==> src/bencode_dict_span_splitter_defines.svh <==
// Assertion macros shared by the splitter modules.
// Each macro expects aclk and aresetn to be visible in the calling module.
`ifndef BENCODE_DICT_SPAN_SPLITTER_DEFINES_SVH
`define BENCODE_DICT_SPAN_SPLITTER_DEFINES_SVH

// Same-cycle implication, checked out of reset
`define BDS_ASSERT_IMPL(label, pre, post, msg) \
    label: assert property (@(posedge aclk) disable iff (!aresetn) (pre) |-> (post)) \
        else $error(msg);

// Next-cycle implication, checked out of reset
`define BDS_ASSERT_NEXT(label, pre, post, msg) \
    label: assert property (@(posedge aclk) disable iff (!aresetn) (pre) |=> (post)) \
        else $error(msg);

`endif

==> src/bds_pkg.sv <==
package bds_pkg;

    // Default widths of the offset counters and the nesting depth
    localparam int OFFSET_BITS_DEF = 24;
    localparam int DEPTH_BITS_DEF  = 8;

    // Width of the span offsets on the result port
    localparam int SPAN_W = 24;

    // Token characters
    localparam logic [7:0] CH_D     = 8'h64;  // 'd'
    localparam logic [7:0] CH_L     = 8'h6C;  // 'l'
    localparam logic [7:0] CH_E     = 8'h65;  // 'e'
    localparam logic [7:0] CH_I     = 8'h69;  // 'i'
    localparam logic [7:0] CH_COLON = 8'h3A;  // ':'
    localparam logic [7:0] CH_0     = 8'h30;  // '0'
    localparam logic [7:0] CH_9     = 8'h39;  // '9'

    // Scanner modes
    typedef enum logic [2:0] {
        MODE_FIRST   = 3'd0,
        MODE_SINGLE  = 3'd1,
        MODE_BETWEEN = 3'd2,
        MODE_DICT    = 3'd3,
        MODE_INT     = 3'd4,
        MODE_LEN     = 3'd5,
        MODE_SKIP    = 3'd6,
        MODE_STOP    = 3'd7
    } mode_t;

    // One input byte request
    typedef struct packed {
        logic [7:0] data_byte;
        logic       last_byte;
    } item_t;

    // One result request
    typedef struct packed {
        logic              span_valid;
        logic [SPAN_W-1:0] span_start;
        logic [SPAN_W-1:0] span_end;
        logic              end_of_stream;
    } result_t;

endpackage

==> src/bds_in_reg.sv <==
module bds_in_reg (
    input  logic              aclk,
    input  logic              aresetn,
    input  logic              s_tvalid,
    output logic              s_tready,
    input  logic [7:0]        s_tdata,   // [7:0] data_byte
    input  logic              s_tlast,   // last_byte
    input  logic              take,
    output logic              item_valid,
    output bds_pkg::item_t    item
);

    logic           valid_reg;
    logic           valid_next;
    bds_pkg::item_t item_reg;

    // Accept a new request when empty or when the held one moves on this cycle
    assign s_tready = !valid_reg || take;

    always_comb begin
        valid_next = valid_reg;
        if (s_tready) begin
            valid_next = s_tvalid;
        end
    end

    always_ff @(posedge aclk) begin
        if (!aresetn) begin
            valid_reg <= 1'b0;
        end else begin
            valid_reg <= valid_next;
        end
    end

    // Capture payload on accept
    always_ff @(posedge aclk) begin
        if (s_tvalid && s_tready) begin
            item_reg.data_byte <= s_tdata;
            item_reg.last_byte <= s_tlast;
        end
    end

    assign item_valid = valid_reg;
    assign item       = item_reg;

endmodule

==> src/bds_scan_core.sv <==
`include "bencode_dict_span_splitter_defines.svh"

module bds_scan_core #(
    parameter int OFFSET_BITS = bds_pkg::OFFSET_BITS_DEF,
    parameter int DEPTH_BITS  = bds_pkg::DEPTH_BITS_DEF
) (
    input  logic             aclk,
    input  logic             aresetn,
    input  logic             fire,
    input  bds_pkg::item_t   item,
    output logic             res_hit,
    output bds_pkg::result_t res
);

    localparam int LEN_W  = OFFSET_BITS + 4;
    localparam int WIDE_W = OFFSET_BITS + bds_pkg::SPAN_W;
    localparam logic [OFFSET_BITS-1:0] OFF_MAX   = {OFFSET_BITS{1'b1}};
    localparam logic [DEPTH_BITS-1:0]  DEPTH_MAX = {DEPTH_BITS{1'b1}};

    bds_pkg::mode_t         mode_reg,   mode_next;
    logic [OFFSET_BITS-1:0] offset_reg, offset_next;
    logic [OFFSET_BITS-1:0] start_reg,  start_next;
    logic [DEPTH_BITS-1:0]  depth_reg,  depth_next;
    logic [OFFSET_BITS-1:0] len_reg,    len_next;
    logic [OFFSET_BITS-1:0] skip_reg,   skip_next;

    logic [7:0]             c;
    logic                   is_digit;
    logic [3:0]             digit;
    logic [LEN_W-1:0]       len_prod;
    logic [OFFSET_BITS-1:0] len_sat;
    logic [OFFSET_BITS-1:0] offset_inc;
    logic                   tok;
    logic                   done;
    logic                   single_done;
    logic [OFFSET_BITS-1:0] span_start_w;
    logic [OFFSET_BITS-1:0] span_end_w;
    logic [WIDE_W-1:0]      start_wide;
    logic [WIDE_W-1:0]      end_wide;

    assign c        = item.data_byte;
    assign is_digit = c inside {[bds_pkg::CH_0:bds_pkg::CH_9]};
    assign digit    = c[3:0];

    // Decimal length step: len * 10 + digit, saturated
    assign len_prod = (LEN_W'(len_reg) << 3) + (LEN_W'(len_reg) << 1) + LEN_W'(digit);
    assign len_sat  = (len_prod > LEN_W'(OFF_MAX)) ? OFF_MAX : len_prod[OFFSET_BITS-1:0];

    assign offset_inc = (offset_reg == OFF_MAX) ? OFF_MAX : offset_reg + 1'b1;

    // Next state for the held byte
    always_comb begin
        mode_next   = mode_reg;
        offset_next = offset_reg;
        start_next  = start_reg;
        depth_next  = depth_reg;
        len_next    = len_reg;
        skip_next   = skip_reg;
        tok         = 1'b0;
        done        = 1'b0;

        case (mode_reg)
            bds_pkg::MODE_FIRST: begin
                if (c == bds_pkg::CH_D) begin
                    mode_next = bds_pkg::MODE_SINGLE;
                end else if (c == bds_pkg::CH_L) begin
                    mode_next = bds_pkg::MODE_BETWEEN;
                end else begin
                    mode_next = bds_pkg::MODE_STOP;
                end
            end
            bds_pkg::MODE_BETWEEN: begin
                if (c == bds_pkg::CH_D) begin
                    start_next = offset_reg;
                    depth_next = DEPTH_BITS'(1);
                    mode_next  = bds_pkg::MODE_DICT;
                end else begin
                    mode_next = bds_pkg::MODE_STOP;
                end
            end
            bds_pkg::MODE_DICT: begin
                tok = 1'b1;
            end
            bds_pkg::MODE_INT: begin
                if (c == bds_pkg::CH_E) begin
                    mode_next = bds_pkg::MODE_DICT;
                end
            end
            bds_pkg::MODE_LEN: begin
                if (is_digit) begin
                    len_next = len_sat;
                end else if (c == bds_pkg::CH_COLON) begin
                    skip_next = len_reg;
                    mode_next = (len_reg != '0) ? bds_pkg::MODE_SKIP : bds_pkg::MODE_DICT;
                end else if (len_reg == '0) begin
                    // missing colon after a zero length: scan byte as a token
                    tok = 1'b1;
                end else begin
                    // missing colon: byte is the first string byte
                    skip_next = len_reg - 1'b1;
                    mode_next = (len_reg != OFFSET_BITS'(1)) ? bds_pkg::MODE_SKIP
                                                             : bds_pkg::MODE_DICT;
                end
            end
            bds_pkg::MODE_SKIP: begin
                if (skip_reg > OFFSET_BITS'(1)) begin
                    skip_next = skip_reg - 1'b1;
                end else begin
                    skip_next = '0;
                    mode_next = bds_pkg::MODE_DICT;
                end
            end
            default: begin
                // single record and stopped: ignore bytes
            end
        endcase

        // Dictionary token
        if (tok) begin
            mode_next = bds_pkg::MODE_DICT;
            if (c == bds_pkg::CH_D || c == bds_pkg::CH_L) begin
                if (depth_reg == DEPTH_MAX) begin
                    mode_next = bds_pkg::MODE_STOP;
                end else begin
                    depth_next = depth_reg + 1'b1;
                end
            end else if (c == bds_pkg::CH_E) begin
                if (depth_reg <= DEPTH_BITS'(1)) begin
                    depth_next = '0;
                    mode_next  = bds_pkg::MODE_BETWEEN;
                    done       = 1'b1;
                end else begin
                    depth_next = depth_reg - 1'b1;
                end
            end else if (c == bds_pkg::CH_I) begin
                mode_next = bds_pkg::MODE_INT;
            end else if (is_digit) begin
                len_next  = OFFSET_BITS'(digit);
                mode_next = bds_pkg::MODE_LEN;
            end else begin
                mode_next = bds_pkg::MODE_STOP;
            end
        end

        // Advance offset, or return to reset state at end of stream
        if (item.last_byte) begin
            mode_next   = bds_pkg::MODE_FIRST;
            offset_next = '0;
            start_next  = '0;
            depth_next  = '0;
            len_next    = '0;
            skip_next   = '0;
        end else begin
            offset_next = offset_inc;
        end
    end

    // Span of a single-record stream closes at its final byte, which may be
    // the opening 'd' itself
    assign single_done = !done && item.last_byte &&
                         ((mode_reg == bds_pkg::MODE_SINGLE) ||
                          ((mode_reg == bds_pkg::MODE_FIRST) && (c == bds_pkg::CH_D)));

    assign span_start_w = done ? start_reg : '0;
    assign span_end_w   = (done || single_done) ? offset_inc : '0;
    assign start_wide   = WIDE_W'(span_start_w);
    assign end_wide     = WIDE_W'(span_end_w);

    assign res_hit           = done || item.last_byte;
    assign res.span_valid    = done || single_done;
    assign res.span_start    = start_wide[bds_pkg::SPAN_W-1:0];
    assign res.span_end      = end_wide[bds_pkg::SPAN_W-1:0];
    assign res.end_of_stream = item.last_byte;

    // Control state
    always_ff @(posedge aclk) begin
        if (!aresetn) begin
            mode_reg   <= bds_pkg::MODE_FIRST;
            offset_reg <= '0;
            start_reg  <= '0;
            depth_reg  <= '0;
            len_reg    <= '0;
            skip_reg   <= '0;
        end else if (fire) begin
            mode_reg   <= mode_next;
            offset_reg <= offset_next;
            start_reg  <= start_next;
            depth_reg  <= depth_next;
            len_reg    <= len_next;
            skip_reg   <= skip_next;
        end
    end

    `BDS_ASSERT_IMPL(a_hit_mid_stream_is_span, res_hit && !item.last_byte, res.span_valid, "result before end of stream without a span")
    `BDS_ASSERT_IMPL(a_no_span_zero_offsets, !res.span_valid, (res.span_start == '0) && (res.span_end == '0), "offsets nonzero without a span")
    `BDS_ASSERT_NEXT(a_last_returns_first, fire && item.last_byte, (mode_reg == bds_pkg::MODE_FIRST) && (offset_reg == '0), "state not cleared after final byte")
    `BDS_ASSERT_IMPL(a_between_depth_zero, mode_reg == bds_pkg::MODE_BETWEEN, depth_reg == '0, "depth nonzero between dictionaries")

endmodule

==> src/bds_out_reg.sv <==
`include "bencode_dict_span_splitter_defines.svh"

module bds_out_reg (
    input  logic             aclk,
    input  logic             aresetn,
    input  logic             load,
    input  bds_pkg::result_t res,
    output logic             slot_ready,
    output logic             m_tvalid,
    input  logic             m_tready,
    output logic [47:0]      m_tdata,   // [23:0] span_start, [47:24] span_end
    output logic             m_tuser,   // span_valid
    output logic             m_tlast    // end_of_stream
);

    logic             valid_reg;
    logic             valid_next;
    bds_pkg::result_t res_reg;

    // Slot frees when empty or when the held request is taken this cycle
    assign slot_ready = !valid_reg || m_tready;

    always_comb begin
        valid_next = valid_reg;
        if (slot_ready) begin
            valid_next = load;
        end
    end

    always_ff @(posedge aclk) begin
        if (!aresetn) begin
            valid_reg <= 1'b0;
        end else begin
            valid_reg <= valid_next;
        end
    end

    // Capture result payload
    always_ff @(posedge aclk) begin
        if (load && slot_ready) begin
            res_reg <= res;
        end
    end

    assign m_tvalid = valid_reg;
    assign m_tdata  = {res_reg.span_end, res_reg.span_start};
    assign m_tuser  = res_reg.span_valid;
    assign m_tlast  = res_reg.end_of_stream;

    `BDS_ASSERT_IMPL(a_load_only_when_free, load, slot_ready, "result loaded into a full slot")
    `BDS_ASSERT_NEXT(a_stalled_result_holds, m_tvalid && !m_tready, m_tvalid && $stable(m_tdata) && $stable(m_tlast), "stalled result changed")

endmodule

==> src/bencode_dict_span_splitter.sv <==
// Bencode dictionary span splitter: takes a bencoded stream one byte per
// request on the s_ side (tlast marks the final byte) and reports dictionary
// spans on the m_ side. A stream opening with 'd' is one record, reported on
// its final byte as 0 to offset+1; a stream opening with 'l' yields one span
// per top-level dictionary on the byte that closes it, with integers and
// length-prefixed strings skipped. Scanning halts until end of stream on a
// stray byte, on a non-'d' between dictionaries, or on depth overflow. Every
// final byte yields a result (tlast high) even when no span closes there;
// m_tuser is low for a result that carries no span, and then both offsets are
// zero. The block takes one byte per cycle; a byte is held in the input
// register, the scanner state is updated from it as it moves on, and its
// result is captured in the result register, which drives m_tvalid. The rate
// is set by the update of the scanner state between the two registers, and it
// drops only while a result waits on m_tready. No clearing pass follows reset.
module bencode_dict_span_splitter #(
    parameter int OFFSET_BITS = bds_pkg::OFFSET_BITS_DEF,
    parameter int DEPTH_BITS  = bds_pkg::DEPTH_BITS_DEF
) (
    input  logic        aclk,
    input  logic        aresetn,
    input  logic        s_tvalid,
    output logic        s_tready,
    input  logic [7:0]  s_tdata,    // [7:0] data_byte
    input  logic        s_tlast,    // last_byte
    output logic        m_tvalid,
    input  logic        m_tready,
    output logic [47:0] m_tdata,    // [23:0] span_start, [47:24] span_end
    output logic        m_tuser,    // span_valid
    output logic        m_tlast     // end_of_stream
);

    logic             item_valid;
    bds_pkg::item_t   item;
    logic             res_hit;
    bds_pkg::result_t res;
    logic             slot_ready;
    logic             fire;

    // Process the held byte when its result, if any, has a free slot
    assign fire = item_valid && (!res_hit || slot_ready);

    bds_in_reg u_in_reg (
        .aclk       (aclk),
        .aresetn    (aresetn),
        .s_tvalid   (s_tvalid),
        .s_tready   (s_tready),
        .s_tdata    (s_tdata),
        .s_tlast    (s_tlast),
        .take       (fire),
        .item_valid (item_valid),
        .item       (item)
    );

    bds_scan_core #(
        .OFFSET_BITS (OFFSET_BITS),
        .DEPTH_BITS  (DEPTH_BITS)
    ) u_scan_core (
        .aclk    (aclk),
        .aresetn (aresetn),
        .fire    (fire),
        .item    (item),
        .res_hit (res_hit),
        .res     (res)
    );

    bds_out_reg u_out_reg (
        .aclk       (aclk),
        .aresetn    (aresetn),
        .load       (fire && res_hit),
        .res        (res),
        .slot_ready (slot_ready),
        .m_tvalid   (m_tvalid),
        .m_tready   (m_tready),
        .m_tdata    (m_tdata),
        .m_tuser    (m_tuser),
        .m_tlast    (m_tlast)
    );

endmodule
==> config.mk <==
export PLATFORM = sky130hd
export DESIGN_NAME = bencode_dict_span_splitter
export DESIGN_NICKNAME = d
export VERILOG_FILES = /design/src/bds_pkg.sv /design/src/bds_in_reg.sv /design/src/bds_scan_core.sv /design/src/bds_out_reg.sv /design/src/bencode_dict_span_splitter.sv
export VERILOG_INCLUDE_DIRS = /design/src /design/src/src
export SDC_FILE = /design/constraint.sdc
export NUM_CORES = 1
export LEC_CHECK = 0
export ABC_CLOCK_PERIOD_IN_PS = 4800
export BUFFER_PORTS_ARGS = -buffer_cell sky130_fd_sc_hd__buf_2
export CORE_MARGIN = 1.5
export CORE_UTILIZATION = 40
export CTS_CLUSTER_DIAMETER = 100
export CTS_CLUSTER_SIZE = 25
export DETAILED_ROUTE_END_ITERATION = 8
export GPL_TIMING_DRIVEN = 0
export HOLD_SLACK_MARGIN = 0.02
export PLACE_DENSITY = 0.59
export SLEW_MARGIN = 20
export SYNTH_ARGS = -nofsm -noshare
export SYNTH_HDL_FRONTEND = slang
export SYNTH_SLANG_ARGS = --single-unit
==> constraint.sdc <==
create_clock -name aclk -period 4.8 [get_ports aclk]
set_clock_uncertainty 0.1 [all_clocks]
set_input_delay 0.48 -clock aclk [delete_from_list [all_inputs] [get_ports aclk]]
set_output_delay 0.48 -clock aclk [all_outputs]
set_load 0.02 [all_outputs]
==> results.yml, run 1 <==
outcome:
  run_status: "completed"
power_and_ir_drop:
  leakage_dissipation_uw: 0.00456
  netSwitchingFraction_pct: 29.5
  power_switching_uw: 981
  power.density_nw_per_um2: 282
  worst_ir_drop_vdd_v: 0.000198
  comb_power_share_pct: 11.6
  p_int_uw: 2350
  share_clk_of_total_power_pct: 41.8
  power.sequential.fraction_pct: 46.6
final_layout:
  finish.net_count: 1356
  syn_to_final_growth_pct: 13.4
  post_layout_nonfiller_instances: 1629
  mostFrequentLayoutCell: "sky130_fd_sc_hd__a21oi_1"
  drive_above_1_share_pct: 10.7
  final_cell_mix: "sky130_fd_sc_hd__a21oi_1, sky130_fd_sc_hd__dfxtp_1, sky130_fd_sc_hd__nor2_1, sky130_fd_sc_hd__nand2_1, sky130_fd_sc_hd__o21ai_0"
  final_non_filler_cell_area_sq_um: 11800
  antenna_cells: 0
  largest_register_ff_count: 48
detailed_routing:
  drc: 0
  detail_route.vias_per_cell: 5.91
  detailedRoute.firstPassIterationCount: 5
  routedWlPerCell_microns: 18.2
  drt.antenna.violating_nets: 0
  drtIter0Drc: 894
  drt-total-wl_mm: 29.6
  dr_total_vias: 9631
critical_path:
  cp_capture_type: "flop"
  worst-path-stages: 10
  required_time_at_the_worst_slack_endpoint_ps: 4900
  critical_path.max_fanout: 26
  path_buf_inv: 4
  slowest_delay_ps: 640
  worst-r2r-cell-count: 10
  timing.critical_path.max_delay_family: "simple AND/OR/NAND/NOR gates"
  critical_path_class: "flop to flop"
  start_kind: "flop"
  crit_chain: "clkbuf_1 -> nor4bb_1 -> nand2_1 -> nor2_1 -> o21ai_1 -> nor2_1 -> clkbuf_1 -> nor2_4 -> buf_12 -> buf_16"
  cp.arrival_ps: 4440
  critPathSlowestCell: "sky130_fd_sc_hd__nor2_1"
cts:
  clock_tree.root_cell: "sky130_fd_sc_hd__clkbuf_16"
  htree_levels: 4
  cts-buffers-inserted: 17
  cts_num_sinks: 168
  clkTransAtPathRegs_ps: 70
  clock_insertion_delay_worst_skew_ps: 440
  cts.repair.resized: 0
  cts_setup_buffers: 0
  cts_hold_repair.buffers: 0
  clock_path_buffers: 2
  tritoncts: "yes"
flow_run:
  cap_violations: 0
timing:
  maxSlewViolCount: 0
  max_clock_freq_mhz: 231
  final_period_minus_worst_setup_slack_ps: 4340
  remaining_max_slew_budget_at_the_tightest_pin_pct: 23.4
  fin_tns_setup_ps: 0
  rsz0062_at_grt: "false"
  worst_pin_slew_ps: 1140
  setup_viol: 0
  final-hold-violation-count: 0
  period_utilisation_layout_pct: 90.4
synthesis:
  synth_enable_flop_cells: 59
  postSynth.asyncResetShare_pct: 0
  yosys_register_bits: 168
  synthesis.area_sq_um: 10400
  synth_seq_area_share_pct: 37.9
  yosys.cell_types.count: 84
  syn_nets: 1272
  syn_inst: 1202
  yosys_most_used_dff: "sky130_fd_sc_hd__dfxtp_1"
  synth_area_per_cell_sq_um: 8.68
  synth.yosys.warnings: 0
floorplanning:
  design.die.area_sq_um: 27000
  core.rowCount: 58
  core_area_sq_um: 25400
  die_y_microns: 164
  io_pins: 65
  initial_core_util_pct: 41.1
  die_width_microns: 164
global_routing:
  first_global_vias: 9036
  grt-ovfl-total: 0
  initial_antenna_violation_count: 0
  grt_pass1_wl_mm: 48.0
  globalRouteTotalUtil_pct: 22.3
  pin_count_of_the_biggest_net_entering_global_routing: 27
placed_design:
  placed_cells: 1597
  place.gp.congestion: 0.900
  io_buffer_count: 63
  detailedPlacementHpwl_mm: 21.9
  place_area_sq_um: 11200
worst_hold_path:
  hold_depth: 1
  hp-class: "input port to flop"
[through the flow]
stage | setup WS [ps] | utilization, % | power, uW | hold WS [ps]
2_1_floorplan | 794 | - | 1840 | 324
3_3_place_gp | -272 | 43.9 | 1950 | 370
3_5_place_dp | 453 | 44.2 | 1960 | 375
4_1_cts | 444 | 46.5 | 3350 | 97.3
5_1_grt | 168 | 46.5 | 3450 | 101
6_report | 462 | 46.5 | 3330 | 111
[cells in the mapped netlist, drive strengths merged, types with 15 or more instances]
library cell | instances | share of area (%)
o21ai | 81 | 3.9
inv | 23 | 0.83
nand3 | 35 | 1.7
xor2 | 28 | 2.4
and3 | 38 | 2.3
nand4 | 18 | 1.1
a22oi | 29 | 2.1
nor3 | 28 | 1.3
a221o | 22 | 2.1
nor2 | 98 | 3.5
a31oi | 23 | 1.4
nor4 | 18 | 1.1
o211ai | 23 | 1.7
xnor2 | 35 | 2.9
a21oi | 116 | 5.6
dfxtp | 109 | 21
ha | 55 | 6.6
nand2 | 94 | 3.4
clkbuf | 67 | 2.4
or3 | 15 | 1.0
edfxtp | 59 | 17
[worst paths after layout]
path / from / endpoint / slack [ps]
worst max-delay path: u_in_reg.item[4] / u_out_reg.m_tdata[46] / 460
worst min-delay path: s_tdata[1] / u_in_reg.item[2] / 110
worst max register to register: u_in_reg.item[4] / u_out_reg.m_tdata[46] / 460
worst min register to register: u_scan_core.start_reg[0] / u_scan_core.start_reg[0] / 390
[kinds of logic after synthesis]
kind of cell | Yosys count | share of synthesized area, %
XOR/XNOR | 63 | 5.29
AND/OR/NAND/NOR | 404 | 19.6
flip-flops | 168 | 37.9
buffers and inverters | 101 | 3.82
adder cells (fa/ha/maj) | 57 | 6.98
multiplexers | 5 | 0.480
AO/OA/AOI/OAI | 404 | 25.9
[power by group through the flow]
stage                     clock network (uW)  registers (uW)  logic, uW
after floorplan                            0            1610        230
after global placement                     0            1580        370
after detailed placement                   0            1580        381
after CTS                               1420            1550        383
after global routing                    1470            1560        425
final                                   1390            1550        387
[metal layers]
layer / wire, microns / part of all wire [%] / up-vias / track usage, %
li1: - / - / 4767 / -
met3: 1790 / 6.0 / 42 / 2.79
met1: 14000 / 47 / 4495 / 31.6
met4: 591 / 2.0 / 0 / 7.13
met5: 0 / 0 / - / 0
met2: 13300 / 45 / 327 / 35.3
[final cells by class]
cell class                 instances  area, sq um
timing repair buffer              65          363
tap                              330          413
clock inverter                    15          178
clock buffer                      17          425
buffer                            78          312
inverter                          23         86.3
sequential                       168         3950
fill                            2542        13600
multi-input combinational        933         6090
Power figures use the tool's default switching activity.
==> run 2, diff against run 1 <==
--- a/config.mk
+++ b/config.mk
@@ -6,7 +6,8 @@
 export SDC_FILE = /design/constraint.sdc
 export NUM_CORES = 1
 export LEC_CHECK = 0
-export ABC_CLOCK_PERIOD_IN_PS = 4800
+export ABC_AREA = 1
+export ABC_CLOCK_PERIOD_IN_PS = 4019
 export BUFFER_PORTS_ARGS = -buffer_cell sky130_fd_sc_hd__buf_2
 export CORE_MARGIN = 1.5
 export CORE_UTILIZATION = 40
@@ -15,7 +16,7 @@
 export DETAILED_ROUTE_END_ITERATION = 8
 export GPL_TIMING_DRIVEN = 0
 export HOLD_SLACK_MARGIN = 0.02
-export PLACE_DENSITY = 0.59
+export PLACE_DENSITY = 0.56
 export SLEW_MARGIN = 20
 export SYNTH_ARGS = -nofsm -noshare
 export SYNTH_HDL_FRONTEND = slang
==> constraint.sdc (replaced) <==
create_clock -name aclk -period 4.02 [get_ports aclk]
set_clock_uncertainty 0.1 [all_clocks]
set_input_delay 0.402 -clock aclk [delete_from_list [all_inputs] [get_ports aclk]]
set_output_delay 0.402 -clock aclk [all_outputs]
set_load 0.02 [all_outputs]
==> run 2 against run 1 <==
  * Power is 14% higher
  * Final cell count up 40%
  * Non-clock buffer count shrank 11
  * Global-route usage is 0.95 points higher
  * Flip-flop and latch count did not move
  * Clock power is 12% higher
  * Sequential share of layout area fell by 4.3 points
  * Routed wire length up 22%
  * Largest power group unchanged
==> results.yml, run 2 <==
placed_design:
  io_buffer_count: 63
  placed_cells: 2250
  detailedPlacementHpwl_mm: 28.2
  place.gp.congestion: 0.899
power_and_ir_drop:
  power.density_nw_per_um2: 280
  leakage_dissipation_uw: 0.00625
  worst_ir_drop_vdd_v: 0.000251
timing:
  period_utilisation_layout_pct: 88.4
  setup_viol: 0
  worst_pin_slew_ps: 1030
  final-hold-violation-count: 0
  max_clock_freq_mhz: 282
  final_period_minus_worst_setup_slack_ps: 3550
  maxSlewViolCount: 0
  fin_tns_setup_ps: 0
  remaining_max_slew_budget_at_the_tightest_pin_pct: 30.5
  rsz0062_at_grt: "false"
outcome:
  run_status: "completed"
synthesis:
  syn_inst: 1796
  synth_enable_flop_cells: 59
  postSynth.asyncResetShare_pct: 0
  yosys.area.top_type: "sky130_fd_sc_hd__dfxtp_1"
  synth_area_per_cell_sq_um: 6.79
  cell_types_occupying_the_most_area_after_synthesis: "sky130_fd_sc_hd__dfxtp_1, sky130_fd_sc_hd__edfxtp_1, sky130_fd_sc_hd__nand2_1"
  syn_nets: 1866
  synthesis.area_sq_um: 12200
  synth_seq_area_share_pct: 32.4
  post-synth-top-count-cell: "sky130_fd_sc_hd__nand2_1"
  synth_largest_type_area_fraction_pct: 17.9
  synth.yosys.warnings: 0
  yosys_most_used_dff: "sky130_fd_sc_hd__dfxtp_1"
  netlist_top_cells_count: "sky130_fd_sc_hd__nand2_1, sky130_fd_sc_hd__nor2_1, sky130_fd_sc_hd__inv_1, sky130_fd_sc_hd__nand3_1, sky130_fd_sc_hd__dfxtp_1"
  yosys_register_bits: 168
  yosys.cell_types.count: 57
floorplanning:
  die_width_microns: 178
  design.die.area_sq_um: 31600
  io_pins: 65
  core.rowCount: 63
  die_y_microns: 178
  initial_core_util_pct: 41.0
  core_area_sq_um: 29800
final_layout:
  syn_to_final_growth_pct: 11.2
  post_layout_nonfiller_instances: 2282
  nFillCells: 3129
  final_cell_mix: "sky130_fd_sc_hd__nand2_1, sky130_fd_sc_hd__nor2_1, sky130_fd_sc_hd__inv_1, sky130_fd_sc_hd__nand3_1, sky130_fd_sc_hd__dfxtp_1"
  drive_above_1_share_pct: 13.6
  antenna_cells: 0
  largest_register_ff_count: 48
  finish.net_count: 1949
  mostFrequentLayoutCell: "sky130_fd_sc_hd__nand2_1"
critical_path:
  critPathLaunch: "u_scan_core.len_reg[0]"
  critical_path.max_fanout: 10
  timing.critical_path.to: "u_scan_core.len_reg[14]"
  critical_path_class: "flop to flop"
  worst_r2r_start: "u_scan_core.len_reg[0]"
  required_time_at_the_worst_slack_endpoint_ps: 4220
  worst-r2r-cell-count: 17
  endpoint_of_the_worst_register_to_register_path: "u_scan_core.len_reg[14]"
  critPathSlowestCell: "sky130_fd_sc_hd__dfxtp_1"
  cp_capture_type: "flop"
  crit_top_cell: "sky130_fd_sc_hd__nand2_1"
  cp.arrival_ps: 3760
  reg_to_reg_setup_timing_slack_ps: 470
  start_kind: "flop"
  slowest_delay_ps: 590
  crit_chain: "fa_1 -> ha_1 -> nand3_1 -> nand3_1 -> nand2_1 -> nand2_1 -> nand2_1 -> nand3_1 -> nand2_1 -> nand2_1 -> nor2_1 -> buf_2 -> nand3_1 -> nand2_1 -> nand2_1 -> nand3_1 -> a21oi_1"
global_routing:
  pin_count_of_the_biggest_net_entering_global_routing: 35
  globalRouteTotalUtil_pct: 23.3
  initial_antenna_violation_count: 0
  first_global_vias: 10800
  grt_pass1_wl_mm: 57.3
  grt-ovfl-total: 0
cts:
  clock_tree.root_cell: "sky130_fd_sc_hd__clkbuf_16"
  clock_insertion_delay_worst_skew_ps: 440
  cts_num_sinks: 168
  cts.repair.resized: 0
  clkTransAtPathRegs_ps: 80
  cts_hold_repair.buffers: 0
  tritoncts: "yes"
  clock_path_buffers: 2
  cts_setup_buffers: 0
  htree_levels: 4
  cts-buffers-inserted: 17
worst_hold_path:
  hp-class: "input port to flop"
  timing.hold.worst.start: "s_tlast"
detailed_routing:
  dr_total_vias: 11700
  drt-total-wl_mm: 36.1
  drtIter0Drc: 732
  detailedRoute.firstPassIterationCount: 5
  routedWlPerCell_microns: 15.8
  drt.antenna.violating_nets: 0
  detail_route.vias_per_cell: 5.14
  drc: 0
flow_run:
  cap_violations: 0
[run 2: cell count changes after synthesis, moves of 20 or more]
cell	previous run	this run
sky130_fd_sc_hd__inv_1	23	214
sky130_fd_sc_hd__nor2_1	98	217
sky130_fd_sc_hd__clkbuf_1	67	27
sky130_fd_sc_hd__and3_1	38	0
sky130_fd_sc_hd__a22oi_1	29	3
sky130_fd_sc_hd__nand2_2	0	34
sky130_fd_sc_hd__a21oi_1	115	95
sky130_fd_sc_hd__xnor2_1	35	12
sky130_fd_sc_hd__nand3_1	35	129
sky130_fd_sc_hd__a21oi_2	1	47
sky130_fd_sc_hd__nand2_1	94	461
sky130_fd_sc_hd__a221o_1	21	0
[run 2: per-layer routing]
metal  GRT usage (%)  share of wire [%]  vias up
met4            8.54                3.1        0
met1            30.3                 46     5368
met3            2.83                4.3       67
li1                -                  -     5972
met2            39.3                 47      313
met5               0                  0        -
[run 2: stage by stage]
stage                     utilization (%)  worst slack, ps  hold WS [ps]  total power, uW  instance area [sq um]
final                                45.5              468          38.2             3800                  13600
after global routing                 45.5              176          28.6             3940                  13600
after global placement               43.6              155           334             2280                  13000
after floorplan                         -              910           328             2170                  12200
after detailed placement             43.7              530           347             2290                  13000
after CTS                            45.5              524          20.6             3840                  13600
[run 2: layout make-up]
| class | instances | area, sq um | area share [%] |
|---|---|---|---|
| buffer | 68 | 384 | 2.83 |
| tap | 390 | 488 | 3.60 |
| timing repair buffer | 64 | 335 | 2.47 |
| inverter | 228 | 866 | 6.38 |
| clock inverter | 13 | 97.6 | 0.719 |
| clock buffer | 19 | 443 | 3.27 |
| multi-input combinational | 1332 | 7000 | 51.6 |
| sequential | 168 | 3950 | 29.1 |
[run 2: power breakdown]
group	switching [uW]	internal [uW]	total, uW
combinational	302	138	440
sequential	28.1	1780	1810
clock	735	812	1550
[run 2: cells by family (layout without fill, tap and decap cells)]
family | Yosys count | after routing | share of synthesized area (%)
flip-flops | 168 | 168 | 32.4
AND/OR/NAND/NOR | 944 | 944 | 34.0
AO/OA/AOI/OAI | 276 | 276 | 13.4
XOR/XNOR | 55 | 55 | 3.95
buffers and inverters | 296 | 392 | 10.2
adder cells (fa/ha/maj) | 57 | 57 | 5.97
[run 2: worst max-delay path, delay by kind of cell, from the launching register on]
| kind | cells | cell delay (ps) |
|---|---|---|
| AO/OA/AOI/OAI | 1 | 60 |
| buffers and inverters | 1 | 260 |
| adder cells (fa/ha/maj) | 2 | 880 |
| flip-flops | 1 | 590 |
| AND/OR/NAND/NOR | 13 | 1520 |
[run 2: how the worst min path moves through the flow]
| stage | end | slack, ps | cells past startpoint |
|---|---|---|---|
| final | u_in_reg.item[0] | 40 | 1 |
| after global routing | u_in_reg.item[0] | 30 | 1 |
| after CTS | u_in_reg.item[0] | 20 | 1 |
| after detailed placement | u_out_reg.m_tlast | 350 | 0 |
| after global placement | u_out_reg.m_tlast | 330 | 0 |
| after floorplan | u_out_reg.m_tlast | 330 | 0 |
